[src/hdl/assert_macros.svh]
// assertion macros used by the top-level rtl file of the switch debounce block
// no dependencies; include once per file that asserts
`ifndef ASSERT_MACROS_SVH
`define ASSERT_MACROS_SVH

// implication checked on every rising clock edge outside reset
`define SDPL_ASSERT(name, clk, rst_n, prop) \
  name: assert property (@(posedge clk) disable iff (!rst_n) (prop)) \
    else $error("sdpl assertion failed");

// condition that must never be true outside reset
`define SDPL_ASSERT_NEVER(name, clk, rst_n, cond) \
  name: assert property (@(posedge clk) disable iff (!rst_n) !(cond)) \
    else $error("sdpl forbidden condition seen");

`endif

[src/hdl/sdpl_pkg.sv]
// types and constants of the switch debounce and press latch block
// no dependencies; imported by sdpl_core and the top level
`default_nettype none

package sdpl_pkg;

  localparam int unsigned FIELD_W    = 21;
  localparam int unsigned OP_W       = 2;
  localparam int unsigned S_TDATA_W  = 48;
  localparam int unsigned M_TDATA_W  = 48;

  typedef enum logic [OP_W-1:0] {
    OP_TICK  = 2'd0,
    OP_POP   = 2'd1,
    OP_CHECK = 2'd2
  } op_e;

  typedef struct packed {
    logic [FIELD_W-1:0] query_mask;
    logic [FIELD_W-1:0] raw_sample;
    logic [OP_W-1:0]    operation;
  } item_t;

  typedef struct packed {
    logic               mask_hit;
    logic [FIELD_W-1:0] popped_press;
    logic [FIELD_W-1:0] debounced_levels;
  } result_t;

endpackage

`default_nettype wire

[src/hdl/switch_debounce_press_latch_unit.sv]
// Switch debounce and press latch. Each transfer on the slave side carries an
// operation in tuser: a sample tick (the debounced levels take the raw sample
// when it matches the previous tick's sample, rising edges set sticky press
// bits), a pop (returns and clears the lowest latched press as a one-hot
// value) or a check (clears every masked press at once if all are latched and
// reports a hit; an empty mask always hits). Code 3 changes nothing. Every
// item yields exactly one result transfer with the debounced levels. Two
// register stages: one input register, the bitwise update logic, one result
// register. A slave transfer is held in the input register and then in the
// result register before master tvalid rises. One item per cycle is
// sustained as long as the master side takes results. SWITCH_COUNT sets the
// width of the internal state; fields stay 21 bits wide, extra input bits
// are ignored.
// depends on sdpl_pkg, sdpl_core and assert_macros.svh
`default_nettype none

`include "assert_macros.svh"

module switch_debounce_press_latch_unit #(
  parameter int unsigned SWITCH_COUNT = 21
) (
  input  wire                                clk_i,
  input  wire                                rst_ni,
  // slave side
  input  wire                                s_axis_tvalid,
  output logic                               s_axis_tready,
  // [20:0] raw_sample, [41:21] query_mask, [47:42] zero
  input  wire  [sdpl_pkg::S_TDATA_W-1:0]     s_axis_tdata,
  // [1:0] operation
  input  wire  [sdpl_pkg::OP_W-1:0]          s_axis_tuser,
  // master side
  output logic                               m_axis_tvalid,
  input  wire                                m_axis_tready,
  // [20:0] debounced_levels, [41:21] popped_press, [42] mask_hit, [47:43] zero
  output logic [sdpl_pkg::M_TDATA_W-1:0]     m_axis_tdata
);
  import sdpl_pkg::*;

  // input register
  logic    in_valid_q, in_valid_d;
  item_t   item_q;
  // result register
  logic    out_valid_q, out_valid_d;
  result_t res_q;
  result_t res_w;

  logic s_xfer;
  logic advance;

  // the item in the input register moves on when the result register is
  // free or being emptied in this cycle
  assign advance       = in_valid_q && (!out_valid_q || m_axis_tready);
  assign s_axis_tready = !in_valid_q || advance;
  assign s_xfer        = s_axis_tvalid && s_axis_tready;

  assign in_valid_d  = s_xfer || (in_valid_q && !advance);
  assign out_valid_d = advance || (out_valid_q && !m_axis_tready);

  always_ff @(posedge clk_i or negedge rst_ni) begin
    if (!rst_ni) begin
      in_valid_q  <= 1'b0;
      out_valid_q <= 1'b0;
    end else begin
      in_valid_q  <= in_valid_d;
      out_valid_q <= out_valid_d;
    end
  end

  // payload registers, no reset needed
  always_ff @(posedge clk_i) begin
    if (s_xfer) begin
      item_q.operation  <= s_axis_tuser;
      item_q.raw_sample <= s_axis_tdata[FIELD_W-1:0];
      item_q.query_mask <= s_axis_tdata[2*FIELD_W-1:FIELD_W];
    end
    if (advance) begin
      res_q <= res_w;
    end
  end

  // state is committed at the same edge the result is captured
  sdpl_core #(
    .SwitchCount(SWITCH_COUNT)
  ) u_core (
    .clk_i   (clk_i),
    .rst_ni  (rst_ni),
    .en_i    (advance),
    .item_i  (item_q),
    .result_o(res_w)
  );

  assign m_axis_tvalid = out_valid_q;
  assign m_axis_tdata  = M_TDATA_W'({res_q.mask_hit, res_q.popped_press,
                                     res_q.debounced_levels});

  // a pop never returns more than one press
  `SDPL_ASSERT(a_pop_onehot, clk_i, rst_ni,
    m_axis_tvalid |-> $onehot0(m_axis_tdata[2*FIELD_W-1:FIELD_W]))
  // a result never carries both a popped press and a mask hit
  `SDPL_ASSERT_NEVER(a_pop_and_hit, clk_i, rst_ni,
    m_axis_tvalid && m_axis_tdata[2*FIELD_W] &&
    (m_axis_tdata[2*FIELD_W-1:FIELD_W] != '0))
  // both registers full and master stalled: no new transfer taken
  `SDPL_ASSERT(a_full_stall, clk_i, rst_ni,
    (in_valid_q && out_valid_q && !m_axis_tready) |-> !s_axis_tready)
  // a held result stays unchanged until taken
  `SDPL_ASSERT(a_result_hold, clk_i, rst_ni,
    (out_valid_q && !m_axis_tready) |=> (out_valid_q && $stable(res_q)))

endmodule

`default_nettype wire

[src/hdl/sdpl_core.sv]
// debounce, press latch state and per-item update logic
// depends on sdpl_pkg
`default_nettype none

module sdpl_core #(
  parameter int unsigned SwitchCount = 21
) (
  input  wire              clk_i,
  input  wire              rst_ni,
  input  wire              en_i,
  input  sdpl_pkg::item_t  item_i,
  output sdpl_pkg::result_t result_o
);
  import sdpl_pkg::*;

  logic [SwitchCount-1:0] prev_q, prev_d;
  logic [SwitchCount-1:0] stable_q, stable_d;
  logic [SwitchCount-1:0] latch_q, latch_d;
  logic [SwitchCount-1:0] raw_w, mask_w, popped_w;
  logic                   hit_w;

  // bits at or above the switch count are dropped
  assign raw_w  = SwitchCount'(item_i.raw_sample);
  assign mask_w = SwitchCount'(item_i.query_mask);

  always_comb begin
    prev_d   = prev_q;
    stable_d = stable_q;
    latch_d  = latch_q;
    popped_w = '0;
    hit_w    = 1'b0;
    unique case (op_e'(item_i.operation))
      OP_TICK: begin
        if (raw_w == prev_q) begin
          stable_d = raw_w;
        end
        prev_d  = raw_w;
        latch_d = latch_q | (stable_d & ~stable_q);
      end
      OP_POP: begin
        popped_w = latch_q & (~latch_q + SwitchCount'(1));
        latch_d  = latch_q & ~popped_w;
      end
      OP_CHECK: begin
        if ((mask_w & ~latch_q) == '0) begin
          latch_d = latch_q & ~mask_w;
          hit_w   = 1'b1;
        end
      end
      default: begin
      end
    endcase
  end

  always_ff @(posedge clk_i or negedge rst_ni) begin
    if (!rst_ni) begin
      prev_q   <= '0;
      stable_q <= '0;
      latch_q  <= '0;
    end else if (en_i) begin
      prev_q   <= prev_d;
      stable_q <= stable_d;
      latch_q  <= latch_d;
    end
  end

  assign result_o.debounced_levels = FIELD_W'(stable_d);
  assign result_o.popped_press     = FIELD_W'(popped_w);
  assign result_o.mask_hit         = hit_w;

endmodule

`default_nettype wire
[config.mk]
export PLATFORM = sky130hd
export DESIGN_NAME = switch_debounce_press_latch_unit
export DESIGN_NICKNAME = d
export VERILOG_FILES = /design/src/hdl/sdpl_pkg.sv /design/src/hdl/switch_debounce_press_latch_unit.sv /design/src/hdl/sdpl_core.sv
export VERILOG_INCLUDE_DIRS = /design/src /design/src/hdl
export SDC_FILE = /design/constraint.sdc
export NUM_CORES = 1
export LEC_CHECK = 0
export BUFFER_PORTS_ARGS = -buffer_cell sky130_fd_sc_hd__buf_2
export CAP_MARGIN = 10
export CORE_UTILIZATION = 49
export DETAILED_ROUTE_END_ITERATION = 8
export PLACE_DENSITY = 0.71
export SETUP_SLACK_MARGIN = 0.15
export SLEW_MARGIN = 20
export SYNTH_ARGS = -nofsm -noshare
export SYNTH_HDL_FRONTEND = slang
export SYNTH_HIERARCHICAL = 1
export SYNTH_SLANG_ARGS = --single-unit
[constraint.sdc]
create_clock -name clk_i -period 8.3 [get_ports clk_i]
set_input_delay 1.66 -clock clk_i [delete_from_list [all_inputs] [get_ports clk_i]]
set_output_delay 1.66 -clock clk_i [all_outputs]
set_load 0.05 [all_outputs]
==> flow_summary.ini, run 1 <==
[status]
status = finished, final reports clean

[sta]
rsz0062_at_grt = false
timing.setup.tns_ps = 0
report.final.slew_viol_count = 0
max_freq_mhz = 223.0
hold_viol_final = 0
skew_ps = 8.634
fin_crit_ps = 4485
finalSetupViolCount = 0
worstMarginPinSlew_ps = 1015
max_slew_margin = 0.3218
fin_crit_sh = 0.5404
holdWs_ps = 495.7

[cts]
clk_pin_slew_ps = 60
cts_tree = yes
cts_sinks = 152
clock_path_buffers = 2
htreeDepth = 4
root_buffer = clkbuf_16
postCtsSetupBuffers = 0
hold_buffers = 0
worstSkewPairLatency_ps = 420
cts_resized = 0
cts_buffers = 17

[logic_synthesis]
synth_area_sq_mm = 0.006511
ys_dominant_reg_cell = edfxtp_1
synthTopCellsByArea = edfxtp_1, dfrtp_1, mux2_2
syn_area_per_cell_sq_um = 13.62
syn-instance-count = 478
synthDistinctLibCells = 50
synth-seq-cells = 152
synth_seq_area_share = 0.6510
synth_top_area_share = 0.4012
yosys_warnings = 6
synth-edff-count = 87
yosys.area.top_type = edfxtp_1
async_flop_share = 0.4276

[route]
initialDrtViolationCount = 258
drc = 0
first_pass_iters = 5
vias = 4148
antenna_left = 0
routed_via_density = 5.451
post_drt_wl_per_cell_um = 17.99
routed_wl_mm = 13.69

[layout]
fin_cells = 761
nets = 634
drive_above_1_share = 0.3073
diodes = 0
nFillCells = 1023
finish.utilization = 0.5992
syn2layout_area_growth_pct = 17.54

[place]
dp.cells = 729
place.gp.congestion = 0.8337
portBuffers = 92
hpwlAfterDp_mm = 9.253

[min_path]
hp-class = flip-flop to flip-flop
hold_path_end = u_core/latch_q[3]
hp-start = u_core/stable_q[3]
hold_path_depth = 1

[power_and_ir_drop]
internal_power_mw = 1.339
ir_worst_vdd_mv = 0.1517
seqPwrFrac = 0.493
switching_share = 0.2795
powerDensity_mw_per_mm2 = 242.8
combPwrFrac = 0.138
power_leakage_nw = 3.192
p_sw_uw = 519.3
p_total_mw = 1.858
clock_power_share = 0.370

[critical_path]
end_kind = flip-flop
worstPathRequired_ps = 8610
crit_buf_inv = 3
critPathMaxStageDelay_ps = 810
rr_worst_depth = 7
crit-reg2reg-capture = u_core/stable_q[6]
r2r_start = m_axis_tvalid
worstPathMaxFanout = 45
path_cells = buf_2 -> nand2b_1 -> and2_2 -> buf_4 -> nand2_1 -> nor4_4 -> buf_4 -> mux2_2
cp-start-kind = primary input
crit_family = simple AND/OR/NAND/NOR gates
reg2reg_slack_ps = 4740
crit_top_cell = buf_4
slowest_stage = nor4_4
path_class = primary input to flip-flop
crit_arrival_ps = 4790

[floorplanning]
die_w_um = 117.3
core_sq_mm = 0.01277
initial_core_util = 0.5097
design.die.area_sq_mm = 0.01375
placementRows = 41
die_h_um = 117.3
io_pins = 104

[job]
cap_violations = 0

[global_routing]
grt_pass1_vias = 3948
gr-usage-all-layers = 0.2115
grt_antenna_before_repair = 0
grt_pass1_wl_mm = 20.91
grt_max_degree = 66
overflow = 0
[per-layer routing]
layer | vias to the layer above | track usage | wire (um)
li1 | 1947 | - | -
met1 | 2031 | 0.2765 | 5965
met2 | 148 | 0.3420 | 6712
met3 | 22 | 0.04995 | 776
met4 | 0 | 0.08439 | 238
met5 | - | 0 | 0
[kinds of logic after synthesis]
group | synth area share
buffers and inverters | 0.03804
adders and majority gates | 0.007687
xor gates and xnor gates | 0.02825
AOI/OAI and AO/OA | 0.07917
other | 0.0005759
muxes | 0.09666
and+or+nand+nor | 0.09858
DFF | 0.6510
[layout make-up]
cell class / instances / area (sq um) / share of cell area
Clock inverter: 14 / 103.9 / 0.01357
Clock buffer: 18 / 429.2 / 0.05607
Timing Repair Buffer: 97 / 498.0 / 0.06506
Inverter: 34 / 127.6 / 0.01667
Multi-Input combinational cell: 274 / 2041 / 0.2666
Sequential cell: 152 / 4239 / 0.5539
Tap cell: 172 / 215.2 / 0.02812
[how the worst max path moves through the flow]
stage	start	endpoint	slack (ps)	depth (start not counted)
finish	m_axis_tready	u_core/stable_q[6]	3810	8
global route	m_axis_tready	u_core/stable_q[6]	3570	8
CTS	m_axis_tready	u_core/stable_q[6]	3750	8
detailed placement	m_axis_tready	u_core/stable_q[6]	3320	8
global placement	m_axis_tready	u_core/stable_q[6]	3420	8
floorplan	m_axis_tready	u_core/stable_q[7]	3960	6
[power groups by stage]
stage               logic (mW)  clock network (mW)  registers [mW]
detailed placement       0.255                   0           0.929
finish                   0.256               0.687           0.915
global placement         0.248                   0           0.925
floorplan                0.141                   0           0.960
global route             0.279               0.732           0.923
CTS                      0.257               0.700           0.915
[through the flow]
step / area [sq um] / setup WS (ps)
3_3_place_gp: 7121 / 3416
4_1_cts: 7654 / 3747
6_report: 7654 / 3815
5_1_grt: 7654 / 3566
2_1_floorplan: 6526 / 3964
3_5_place_dp: 7121 / 3321
[flip-flops by register name (all words and copies together) (netlist names)]
| register | cells |
|---|---|
| in_valid_q | 1 |
| item_q | 44 |
| m_axis_tdata | 43 |
| m_axis_tvalid | 1 |
| u_core/latch_q | 21 |
| u_core/prev_q | 21 |
| u_core/stable_q | 21 |
[cells in the final DEF (no fill, tap or decap), drive strengths merged, types with 2 or more instances in the layout]
| cell | netlist | routed |
|---|---|---|
| a22oi | 9 | 9 |
| o22ai | 3 | 3 |
| nor3b | 2 | 2 |
| mux2 | 55 | 55 |
| edfxtp | 87 | 87 |
| nand3b | 2 | 2 |
| xor2 | 19 | 19 |
| nor2b | 3 | 3 |
| nand4 | 3 | 3 |
| clkbuf | 10 | 18 |
| ha | 4 | 4 |
| and4 | 3 | 3 |
| buf | 12 | 97 |
| clkinvlp | 0 | 5 |
| and2 | 6 | 6 |
| conb | 1 | 5 |
| dfrtp | 65 | 65 |
| nand3 | 4 | 4 |
| o21ai | 17 | 17 |
| nor4 | 9 | 9 |
| nor2 | 13 | 13 |
| nand2 | 25 | 25 |
| xnor2 | 2 | 2 |
| inv | 34 | 36 |
| o32ai | 4 | 4 |
| nor3 | 19 | 19 |
| nand2b | 12 | 12 |
| a21oi | 16 | 16 |
| a221oi | 7 | 7 |
| o31ai | 13 | 13 |
| clkinv | 0 | 7 |
| and3 | 6 | 6 |
[synthesized netlist by cell type, types with 2 or more instances]
library cell	instances
a21oi_1	16
and4_1	3
nor3_1	19
clkbuf_1	9
o31ai_1	13
and3_1	6
edfxtp_1	87
nor3b_1	2
a221oi_1	7
o21ai_0	17
and2_1	5
buf_2	5
nor4_1	8
a22oi_1	9
dfrtp_1	65
nand3_1	4
buf_4	6
mux2_2	49
nor2_1	13
ha_1	4
nand2_1	25
o32ai_1	4
xor2_1	19
o22ai_1	3
nor2b_1	3
xnor2_1	2
nand4_1	3
inv_1	34
nand2b_1	12
mux2_1	6
Power figures use the tool's default switching activity.
==> inputs of run 2 (changes only) <==
--- a/config.mk
+++ b/config.mk
@@ -6,11 +6,12 @@
 export SDC_FILE = /design/constraint.sdc
 export NUM_CORES = 1
 export LEC_CHECK = 0
+export ABC_AREA = 1
 export BUFFER_PORTS_ARGS = -buffer_cell sky130_fd_sc_hd__buf_2
 export CAP_MARGIN = 10
 export CORE_UTILIZATION = 49
 export DETAILED_ROUTE_END_ITERATION = 8
-export PLACE_DENSITY = 0.71
+export PLACE_DENSITY = 0.73
 export SETUP_SLACK_MARGIN = 0.15
 export SLEW_MARGIN = 20
 export SYNTH_ARGS = -nofsm -noshare
==> constraint.sdc (replaced) <==
create_clock -name clk_i -period 4 [get_ports clk_i]
set_input_delay 0.8 -clock clk_i [delete_from_list [all_inputs] [get_ports clk_i]]
set_output_delay 0.8 -clock clk_i [all_outputs]
set_load 0.05 [all_outputs]
==> run 2 against run 1 <==
  * Global-route usage is 2.6 points higher
  * Sequential power is 110% higher
  * Combinational power grew to 2.5 times the previous value
  * Clock skew hardly changed
  * Synthesized cell count is 62% higher
  * Worst setup slack worse by 2500 ps
  * Hold slack worse by 120 ps
  * Count of clock-buffer cells in the layout is 2 higher
  * Sequential cell count stayed put
  * Sequential share of layout area is 5.1 points lower
  * Register-to-register slack worse by 3400 ps
  * Critical endpoint is now m_axis_tdata[7]
  * Largest power group unchanged
==> flow_summary.ini, run 2 <==
[critical_path]
crit_top_cell = nand2_1
worstPathMaxFanout = 60
path_cells = nand2_1 -> nand2_1 -> nor2_1 -> nand2_2 -> nor2_8 -> nand3_4 -> clkinv_1 -> nand2_1 -> o21ai_0 -> o21ai_0
slowest_stage = nand3_4
cp-start-kind = flip-flop
end_kind = flip-flop
worstPathRequired_ps = 4150
crit_arrival_ps = 2790
crit_family = simple AND/OR/NAND/NOR gates
crit_buf_inv = 1
critPathMaxStageDelay_ps = 550
path_class = flip-flop to flip-flop

[logic_synthesis]
synth_seq_area_share = 0.5893
yosys.area.top_type = edfxtp_1
synth-edff-count = 87
synth_xor_area_frac = 0.008523
synthTopCellsByArea = edfxtp_1, dfrtp_1, nand2_1
async_flop_share = 0.4276
syn-instance-count = 776
yosys_warnings = 6
synth_compound_area_frac = 0.1077
synth-seq-cells = 152
synth_area_sq_mm = 0.007193
synth_top_area_share = 0.3632
syn_area_per_cell_sq_um = 9.270
synth_top_family_by_area = simple AND/OR/NAND/NOR gates
ys_dominant_reg_cell = edfxtp_1
synthAdderAreaFrac = 0.006958
synthMuxAreaShare = 0.002783
synth.most_common_cell = nand2_1
synthTopCellsByCount = nand2_1, inv_1, edfxtp_1
synthDistinctLibCells = 35
yosys.area_share.simple = 0.2077

[power_and_ir_drop]
power_leakage_nw = 3.836
ir_worst_vdd_mv = 0.3473
p_total_mw = 4.354
powerDensity_mw_per_mm2 = 516.6

[place]
hpwlAfterDp_mm = 10.86
place.gp.congestion = 0.8804
portBuffers = 92
dpl_cell_area_sq_mm = 0.007775

[cts]
htreeDepth = 4
cts_sinks = 152
cts_buffers = 17
cts_resized = 0
clk_pin_slew_ps = 60
hold_buffers = 0
cts_tree = yes
clock_path_buffers = 2
root_buffer = clkbuf_16
postCtsSetupBuffers = 0
worstSkewPairLatency_ps = 430

[route]
antenna_left = 0
vias = 5647
routed_wl_mm = 16.37
initialDrtViolationCount = 635
first_pass_iters = 6
post_drt_wl_per_cell_um = 15.49
routed_via_density = 5.342
drc = 0

[layout]
nets = 922
top_register = item_q
largest_reg_flops = 44
mostFrequentLayoutCell = nand2_1
drive_above_1_share = 0.1813
syn2layout_area_growth_pct = 17.19
final_cell_mix = nand2_1, inv_1, buf_2, edfxtp_1, o21ai_0
final_area_sq_mm = 0.008429
diodes = 0
nFillCells = 1218

[status]
status = finished, final reports clean

[sta]
report.final.slew_viol_count = 0
max_freq_mhz = 378.6
holdWs_ps = 377.2
fin_crit_sh = 0.6604
fin_crit_ps = 2641
hold_viol_final = 0
worstMarginPinSlew_ps = 1065
max_slew_margin = 0.2891
rsz0062_at_grt = false
timing.setup.tns_ps = 0
finalSetupViolCount = 0
skew_ps = 8.952

[global_routing]
grt_pass1_vias = 5451
gr-usage-all-layers = 0.2374
overflow = 0
grt_antenna_before_repair = 0
grt_max_degree = 61
grt_pass1_wl_mm = 26.62

[floorplanning]
placementRows = 43
initial_core_util = 0.5103
die_w_um = 123.2
core_sq_mm = 0.01410
die_h_um = 123.2
io_pins = 104
design.die.area_sq_mm = 0.01517

[min_path]
hp-class = primary input to async pin

[job]
cap_violations = 0
run 2: final cells by class:
class                      instances  area, sq um  area share
tap                              180        225.2     0.02672
clock buffer                      20        456.7     0.05418
clock inverter                    12        197.7     0.02345
inverter                         100        375.4     0.04453
multi-input combinational        495         2430      0.2883
timing repair buffer              98        505.5     0.05997
sequential                       152         4239      0.5029
run 2: worst reg2reg max path, cell delays in order (launching register included):
cell and delay (ps):
edfxtp_1 460, nand2_1 100, nand2_1 50, nor2_1 170, nand2_2 120, nor2_8 220
nand3_4 550, clkinv_1 390, nand2_1 80, o21ai_0 100, o21ai_0 130
run 2: stage by stage:
stage / instances / worst slack, ps / utilization
2_1_floorplan: 780 / 670.5 / -
5_1_grt: 1057 / 1065 / 0.5980
3_5_place_dp: 1025 / 1371 / 0.5516
6_report: 1057 / 1359 / 0.5980
3_3_place_gp: 1025 / 1405 / 0.5516
4_1_cts: 1057 / 1349 / 0.5980
run 2: final timing paths:
path | to | cells after the start | slack, ps | from
worst max-delay path | m_axis_tdata[7] | 10 | 1360 | item_q[8]
worst min-delay path | u_core/prev_q[5] | 2 | 380 | rst_ni
worst max register to register | m_axis_tdata[7] | 10 | 1360 | item_q[8]
worst min register to register | u_core/prev_q[14] | 2 | 500 | u_core/prev_q[14]
max in group asynchronous | u_core/latch_q[18] | 2 | 3190 | rst_ni
min in group clk_i | u_core/prev_q[14] | 2 | 500 | u_core/prev_q[14]
run 2: layer usage:
metal	GRT usage	share of wire
met5	0	0
met4	0.09413	0.014
met3	0.05996	0.068
met2	0.3851	0.48
met1	0.3048	0.43
run 2: power breakdown:
part           switching, mW  total [mW]  internal (mW)
combinational          0.473       0.651          0.177
clock                  0.631        1.77           1.14
sequential            0.0904        1.93           1.84
total                   1.20        4.35           3.16
run 2: cells by family (layout without fill, tap and decap cells):
family	count (synthesis)	in the layout
buf+inv	133	230
fa+ha+maj	4	4
mux	2	2
flops	152	152
xor+xnor	7	7
simple gates	347	347
other cells	1	5
compound gates	130	130
